<file path="config.mk">
export PLATFORM = sky130hd
export DESIGN_NAME = fnt_queue
export DESIGN_NICKNAME = d
export VERILOG_FILES = /design/src/hw/rtl/fnt_pkg.sv /design/src/hw/rtl/fnt_queue.sv
export SDC_FILE = /design/constraint.sdc
export NUM_CORES = 1
export LEC_CHECK = 0
export BUFFER_PORTS_ARGS = -buffer_cell sky130_fd_sc_hd__buf_2
export CORE_AREA = 2 2 291 293
export CTS_CLUSTER_DIAMETER = 150
export CTS_CLUSTER_SIZE = 12
export DETAILED_ROUTE_END_ITERATION = 6
export DIE_AREA = 0 0 293 295
export PLACE_DENSITY_LB_ADDON = 0.3
export SLEW_MARGIN = 10
export SYNTH_ARGS = -nofsm -noshare
export SYNTH_HDL_FRONTEND = slang
export SYNTH_SLANG_ARGS = --single-unit
</file>
<file path="constraint.sdc">
create_clock -name clk -period 28 [get_ports clk]
set_input_delay 7 -clock clk [delete_from_list [all_inputs] [get_ports clk]]
set_output_delay 7 -clock clk [all_outputs]
set_load 0.005 [all_outputs]
</file>
<file path="src/hw/rtl/fnt_pkg.sv">
// Shared types, constants and state codes for the face normal and tangent block.
// No dependencies.
package fnt_pkg;

  typedef struct packed {
    logic signed [31:0] pos_x;
    logic signed [31:0] pos_y;
    logic signed [31:0] pos_z;
    logic signed [19:0] tex_u;
    logic signed [19:0] tex_v;
  } corner_t;

  typedef struct packed {
    logic signed [15:0] normal_x;
    logic signed [15:0] normal_y;
    logic signed [15:0] normal_z;
    logic               normal_valid;
    logic signed [15:0] tangent_x;
    logic signed [15:0] tangent_y;
    logic signed [15:0] tangent_z;
    logic               tangent_valid;
  } result_t;

  // Edge set of one complete triangle, handed from front to back.
  typedef struct packed {
    logic signed [32:0] e1x, e1y, e1z;
    logic signed [32:0] e2x, e2y, e2z;
    logic signed [20:0] d1u, d1v, d2u, d2v;
  } tri_t;

  localparam int QUEUE_DEPTH = 2;
  localparam logic [63:0] ONE_Q14 = 64'd16384;

  typedef enum logic [4:0] {
    ST_IDLE, ST_RED, ST_CR_A, ST_CR_B, ST_CR_C, ST_DET_A, ST_DET_B,
    ST_TG_A, ST_TG_B, ST_TG_C,
    ST_U_LOAD, ST_U_NORM, ST_U_SQ0, ST_U_SQ1, ST_U_SQ2, ST_U_SQRT,
    ST_U_DIV, ST_U_NEXT, ST_OUT
  } back_state_t;

endpackage

</file>
<file path="src/hw/rtl/fnt_queue.sv">
// Short queue of edge sets between front and back.
// Depends on fnt_pkg.
module fnt_queue #(
  parameter int DEPTH = fnt_pkg::QUEUE_DEPTH
) (
  input  logic          clk,
  input  logic          rst,
  input  logic          wr_valid,
  output logic          wr_ready,
  input  fnt_pkg::tri_t wr_data,
  output logic          rd_valid,
  input  logic          rd_ready,
  output fnt_pkg::tri_t rd_data
);

  localparam int AW = (DEPTH > 1) ? $clog2(DEPTH) : 1;

  fnt_pkg::tri_t mem [DEPTH];
  logic [AW-1:0] wp, rp;
  logic [AW:0]   count;

  assign wr_ready = count != (AW+1)'(DEPTH);
  assign rd_valid = count != '0;
  assign rd_data  = mem[rp];

  // Advance pointers and fill count
  always_ff @(posedge clk) begin
    if (rst) begin
      wp <= '0;
      rp <= '0;
      count <= '0;
    end else begin
      if (wr_valid && wr_ready) begin
        wp <= (wp == AW'(DEPTH-1)) ? '0 : wp + 1'b1;
      end
      if (rd_valid && rd_ready) begin
        rp <= (rp == AW'(DEPTH-1)) ? '0 : rp + 1'b1;
      end
      count <= count + (AW+1)'(wr_valid && wr_ready) - (AW+1)'(rd_valid && rd_ready);
    end
  end

  always_ff @(posedge clk) begin
    if (wr_valid && wr_ready) begin
      mem[wp] <= wr_data;
    end
  end

endmodule

</file>
# == Word level (Yosys, flattened, before mapping) ==
# Memories as Yosys holds them, arrays and structs flattened. A register that Yosys moved wholly into a read port is not among the register bits.
# Index checks and enable logic that the tools add are counted.
# word_totals
in_bits,286
register_bits,4
memories,1
word_cells,18
mem_bits_rw,564
# op_classes
eq_ne,1
n_mux,6
reduce_logical,3
addsub,4
# mem_list
name,words,width,rd,rd_ports_with_merged_regs,wr,line_no,text
mem,2,282,1,1,1,fnt_queue.sv:18,fnt_pkg::tri_t mem [DEPTH];
# op_table
cell,count
2-to-1 mux 1 bit,6
adder 1 bit (second input constant),2
adder 2 x 1 -> 2 bit,1
logical AND 1 bit,2
!= test 2 bit (second input constant),1
nonzero test 2 bit,1
subtractor 2 x 1 -> 2 bit,1

# == Longest topological paths before layout ==
# Gate-level depths: netlist of the first run.
# logic_depth
depth_word,4
ltp_mapped,6

# == Worst setup path after synthesis of the first run ==
# Ideal clock, no wire load.
# synth_timing
path_kind,input port to flip-flop
startpoint,in wr_valid
endpoint,mem mem[1][0] in the netlist's numbering (enable)
t_arrival_ns,13.467
setup_slack_ns,13.852
stages,1
required_ns,27.319
cell_sequence,and3_1
# synth_between
elab_chain_cells,3
# synth_rtl
item,line_no,text
from (decl),fnt_queue.sv:8,"input logic wr_valid,"
logical AND 1 bit,fnt_queue.sv:44,if (wr_valid && wr_ready) begin
2-to-1 mux 1 bit,fnt_queue.sv:44,
2-to-1 mux 1 bit (not written as such),fnt_queue.sv:45,mem[wp] <= wr_data;
to (decl),fnt_queue.sv:18,
# Every way passes these cells.

==> results of run 1 <==
## worst paths after layout
check	start	end	slack, ns	cells after the start
max	register	rd_data[139]	17.43	4
min	rp$_SDFFE_PP0P_	register	0.50	2
max reg2reg	count[0]$_SDFF_PP0_	mem[0][18]$_DFFE_PP_	24.43	5
min reg2reg	rp$_SDFFE_PP0P_	register	0.50	2
## power groups by stage
stage	Clock, mW	Combinational [mW]	Sequential [mW]
3_5_place_dp	0	0.406	1.08
3_3_place_gp	0	0.403	1.08
2_1_floorplan	0	0.245	1.09
5_1_grt	0.694	0.432	1.07
6_report	0.639	0.396	1.06
4_1_cts	0.667	0.408	1.06
## through the flow
step / hold WS, ns / worst slack, ns
finish: 0.504 / 17.43
global route: 0.556 / 17.20
CTS: 0.506 / 17.32
detailed placement: 0.489 / 17.82
global placement: 0.488 / 17.89
floorplan: 0.472 / 13.85
## routing by layer
metal	part of all wire	wire length, um	GRT usage
met1	0.38	18300	0.117
met3	0.10	4820	0.0452
met2	0.49	23500	0.179
met5	0.0026	122	0
met4	0.023	1100	0.0306
## synthesized netlist by cell type
master    number
a211oi_1       1
a21bo_1        1
a21bo_2        1
a21oi_1        1
a32oi_1        1
and2b_1        1
and3_1         1
buf_6         31
dfxtp_1        5
edfxtp_1     564
ha_1           1
inv_1          1
mux2_1         1
mux2_2       282
nand2b_1       1
nand3_1        1
nand3b_1       1
nor2_1         5
nor2b_1        2
o21ai_0        2
or2_2          1
xor2_1         1
## state kept, by name, indices dropped and copies added, names as in the netlist, named ones only
signal and count:
mem 564, count 2, wp 1, rp 1
## area by class of cell
class | instances | area (um2) | area share
clock buffer | 66 | 1420 | 0.0543
tap | 1080 | 1350 | 0.0517
sequential | 569 | 17000 | 0.652
clock inverter | 2 | 17.5 | 0.000671
antenna | 6 | 15.0 | 0.000575
multi-input combinational | 305 | 3330 | 0.128
timing repair buffer | 580 | 2930 | 0.112
inverter | 1 | 11.3 | 0.000431
## critical path: cells and delay by family (launching register included)
family	cells	cell delay, ns
buffers and inverters	3	1.65
flip-flops	1	0.72
multiplexers	1	0.43
## cell families (layout without fill, tap and decap cells)
group | Yosys count | after routing
compound gates | 7 | 7
xor+xnor | 1 | 1
fa+ha+maj | 1 | 1
buf+inv | 32 | 649
flops | 569 | 569
mux | 283 | 283
other cells | 0 | 6
simple gates | 13 | 13
==> impl_metrics.ini, run 1 <==
[yosys]
synth_nets = 1193
synth_top_area_cell = edfxtp_1
synthAdderAreaFrac = 0.000604
syn_area_um2 = 20700
yosysWarnings = 0
syn_area_per_cell_um2 = 22.9
synth_compound_area_frac = 0.00248
ys_seq_area_frac = 0.822
yosys.area_share.xor_xnor = 0.000423
netlist_instances = 906
synth_top_family_by_area = multiplexers
synthMuxAreaShare = 0.154
synthDistinctLibCells = 22
synth_area_leaders = edfxtp_1 82%, mux2_2 15%, buf_6 1.7%
ys_ff_latch = 569
synth-simple-area-share = 0.00338
yosysTopAreaCellShare = 0.817

[worst_setup_path]
end_kind = primary output
cpMostUsedCell = buf_4
cp_slowest_cell = buf_4
worstPathMaxFanout = 72
worst_setup_path_start_kind = register
worst-setup-path-type = register to primary output
cp.required_ns = 21.00
crit_arrival_ns = 3.57
cpPeakStageDelay_ns = 0.84
crit_chain = buf_4, buf_4, mux2_2, buf_2

[final_layout]
fin_util = 0.314
final.fill_count = 8106
syn2layout_area_growth_pct = 26.1
final_nets = 1797
finish.instance_area_um2 = 26100
final_common_cell = buf_2
drive_gt1_frac = 0.607
mostFrequentLayoutCells = 569 x buf_2, 564 x edfxtp_1, 282 x mux2_2
fin_cells = 2609

[drt]
via_per_inst = 4.05
initialDrtViolationCount = 431
post-route-drc-count = 0
final_antenna_net_count = 0
dr_total_vias = 10600
drt-total-wl_mm = 47.8
routedWlPerCell_um = 18.3
drt_first_pass_iters = 4

[clock_network]
cts.sinks = 569
clockRootBuffer = clkbuf_16
clockBufferDepth = 3
path_clk_slew_ns = 0.06
cts_hold_buffers = 0
htreeDepth = 2
postCtsResizedCells = 0
insertion_delay_ns = 0.59
post_cts_buffers = 0
cts_tree = built
cts_buffers = 53

[pwr]
p_int_mw = 1.58
power_density_nw_per_um2 = 80.3
switching_share = 0.245
p_total_mw = 2.10
pwr-share-seq = 0.506
ir_drop_mv = 0.0548
combPwrFrac = 0.189
leakage_nw = 9.41
clock_power_share = 0.305
p_sw_mw = 0.514

[place]
placed_cells = 2535
portBuffers = 569
dpl_cell_area_um2 = 24700
place_congestion = 0.745
dp_hpwl_mm = 33.0

[grt]
first_global_vias = 11100
grt-ovfl-total = 0
grt_max_degree = 92
antenna_found_initial = 17
grt_first_pass_wirelength_mm = 67.9
grt_usage = 0.104

[timing]
max_freq_mhz = 94.6
maxSlewViolCount = 0
final-setup-viol-count = 0
period_minus_slack_ns = 10.57
rsz0062_at_grt = no
worst_pin_slew_ns = 1.07
setup-tns-final_ns = 0
timing.slew.headroom = 0.285
skew_ns = 0.0205
min_period_over_period = 0.377
hold_violations = 0

[floorplanning]
die_x_um = 293
initial_core_util = 0.249
die_h_um = 295
die_area_um2 = 86400
ios = 570
core-area_um2 = 83200
rows = 106

[run]
maxCapViolCount = 0

[outcome]
status = complete, no violations

[hold_path]
hold_class = register to register
No activity file was read; power rests on OpenSTA's default activity.
==> run 2: changes to the inputs <==
==> constraint.sdc (replaced) <==
create_clock -name clk -period 8.5 [get_ports clk]
set_input_delay 2.125 -clock clk [delete_from_list [all_inputs] [get_ports clk]]
set_output_delay 2.125 -clock clk [all_outputs]
set_load 0.005 [all_outputs]
==> impl_metrics.ini, run 2 (same netlist as run 1, synthesis figures left out) <==
[clock_network]
htreeDepth = 2
cts_buffers = 53
post_cts_buffers = 0
postCtsResizedCells = 0
cts.sinks = 569
cts_tree = built
insertion_delay_ns = 0.60
clockBufferDepth = 3
cts_hold_buffers = 0
clockRootBuffer = clkbuf_16
path_clk_slew_ns = 0.07

[worst_setup_path]
worst_setup_path_start_kind = register
cp.required_ns = 6.38
worst_r2r_path_depth = 4
cp_num_buf_inv = 2
worstPathMaxFanout = 70
cp.depth = 3
r2r_start = count[0]$_SDFF_PP0_
crit_arrival_ns = 3.19
cpPeakStageDelay_ns = 0.96
cp_slowest_cell = dfxtp_4
worst-setup-path-type = register to primary output
crit_family = buffers and inverters
crit_chain = buf_4, mux2_2, buf_2
end_kind = primary output

[drt]
drt-total-wl_mm = 47.6
dr_total_vias = 10500
drt_first_pass_iters = 4
post-route-drc-count = 0
via_per_inst = 4.01
final_antenna_net_count = 0
initialDrtViolationCount = 399
routedWlPerCell_um = 18.3

[timing]
rsz0062_at_grt = no
timing.final.ws_setup_ns = 3.19
setup-tns-final_ns = 0
skew_ns = 0.0292
hold_violations = 0
max_freq_mhz = 188
worst_pin_slew_ns = 1.19
period_minus_slack_ns = 5.31
final-setup-viol-count = 0
timing.slew.headroom = 0.207
min_period_over_period = 0.625
maxSlewViolCount = 0

[grt]
grt_use_met3 = 0.0399
grt-ovfl-total = 0
met2_usage = 0.184
grt_max_degree = 147
met1_usage = 0.115
grt_busiest_layer = met2
grt_usage = 0.104
first_global_vias = 11200
grt_first_pass_wirelength_mm = 68.8
antenna_found_initial = 15

[floorplanning]
initial_core_util = 0.249
core-area_um2 = 83200
die_x_um = 293
ios = 570
die_h_um = 295
die_area_um2 = 86400
rows = 106

[place]
pre_cts_ws_ns = 3.74
place_congestion = 0.747
dpl_cell_area_um2 = 24700
dp_hpwl_mm = 31.6
portBuffers = 569

[hold_path]
min_from = rp$_SDFFE_PP0P_
hold_class = register to register
hold_depth = 2

[pwr]
ir_drop_mv = 0.170
leakage_nw = 9.40
power_density_nw_per_um2 = 265

[final_layout]
syn2layout_area_growth_pct = 26.1
final_nets = 1792
largest_register_ffs = 564
fin_util = 0.314
regMostFlops = mem
final.fill_count = 8176
mostFrequentLayoutCells = 569 x buf_2, 564 x edfxtp_1, 282 x mux2_2
drive_gt1_frac = 0.605
regArea_um2 = 17000
final_common_cell = buf_2
reg_top3 = mem x564, count x2
multi_input_area_um2 = 3330
finish.instance_area_um2 = 26100

[outcome]
status = complete, no violations

[run]
maxCapViolCount = 0
## run 2: cell count changes in the layout (fill, tap and decap cells not counted)
cell | before | now
diode_2 | 6 | 7
buf_12 | 0 | 4
buf_4 | 11 | 2
## run 2: final timing paths
path | to | slack [ns]
max | rd_data[31] | 3.19
min | register | 0.51
max reg2reg | mem[0][31]$_DFFE_PP_ | 5.68
min reg2reg | register | 0.51
## run 2: routing by layer
| metal | routed length, um | vias up |
|---|---|---|
| met5 | 90 | - |
| met4 | 1270 | 14 |
| met3 | 4450 | 85 |
| met2 | 24200 | 382 |
| met1 | 17600 | 5159 |
| li1 | - | 4812 |
## run 2: tightest hold or removal path, stage by stage (launching register included)
cell     delay, ns
dfxtp_1       0.33
xor2_1        0.08
nor2_1        0.07
## run 2: stage by stage
stage | power [mW] | instances | hold WS (ns)
floorplan | 4.38 | 906 | 0.472
global placement | 4.89 | 2530 | 0.484
detailed placement | 4.91 | 2530 | 0.497
CTS | 7.07 | 2598 | 0.515
global route | 7.25 | 2600 | 0.547
finish | 6.93 | 2605 | 0.510
## run 2: layout make-up
| type | instances | share of cell area |
|---|---|---|
| Clock buffer | 66 | 0.0542 |
| Sequential cell | 569 | 0.652 |
| Antenna cell | 7 | 0.000670 |
| Timing Repair Buffer | 575 | 0.113 |
| Tap cell | 1080 | 0.0517 |
| Clock inverter | 2 | 0.000670 |
| Inverter | 1 | 0.000431 |
| Multi-Input combinational cell | 305 | 0.128 |
## run 2: report_power, final
group | internal (mW) | switching [mW] | total [mW]
registers | 3.42 | 0.0958 | 3.51
clock network | 1.15 | 0.971 | 2.12
logic | 0.651 | 0.647 | 1.30
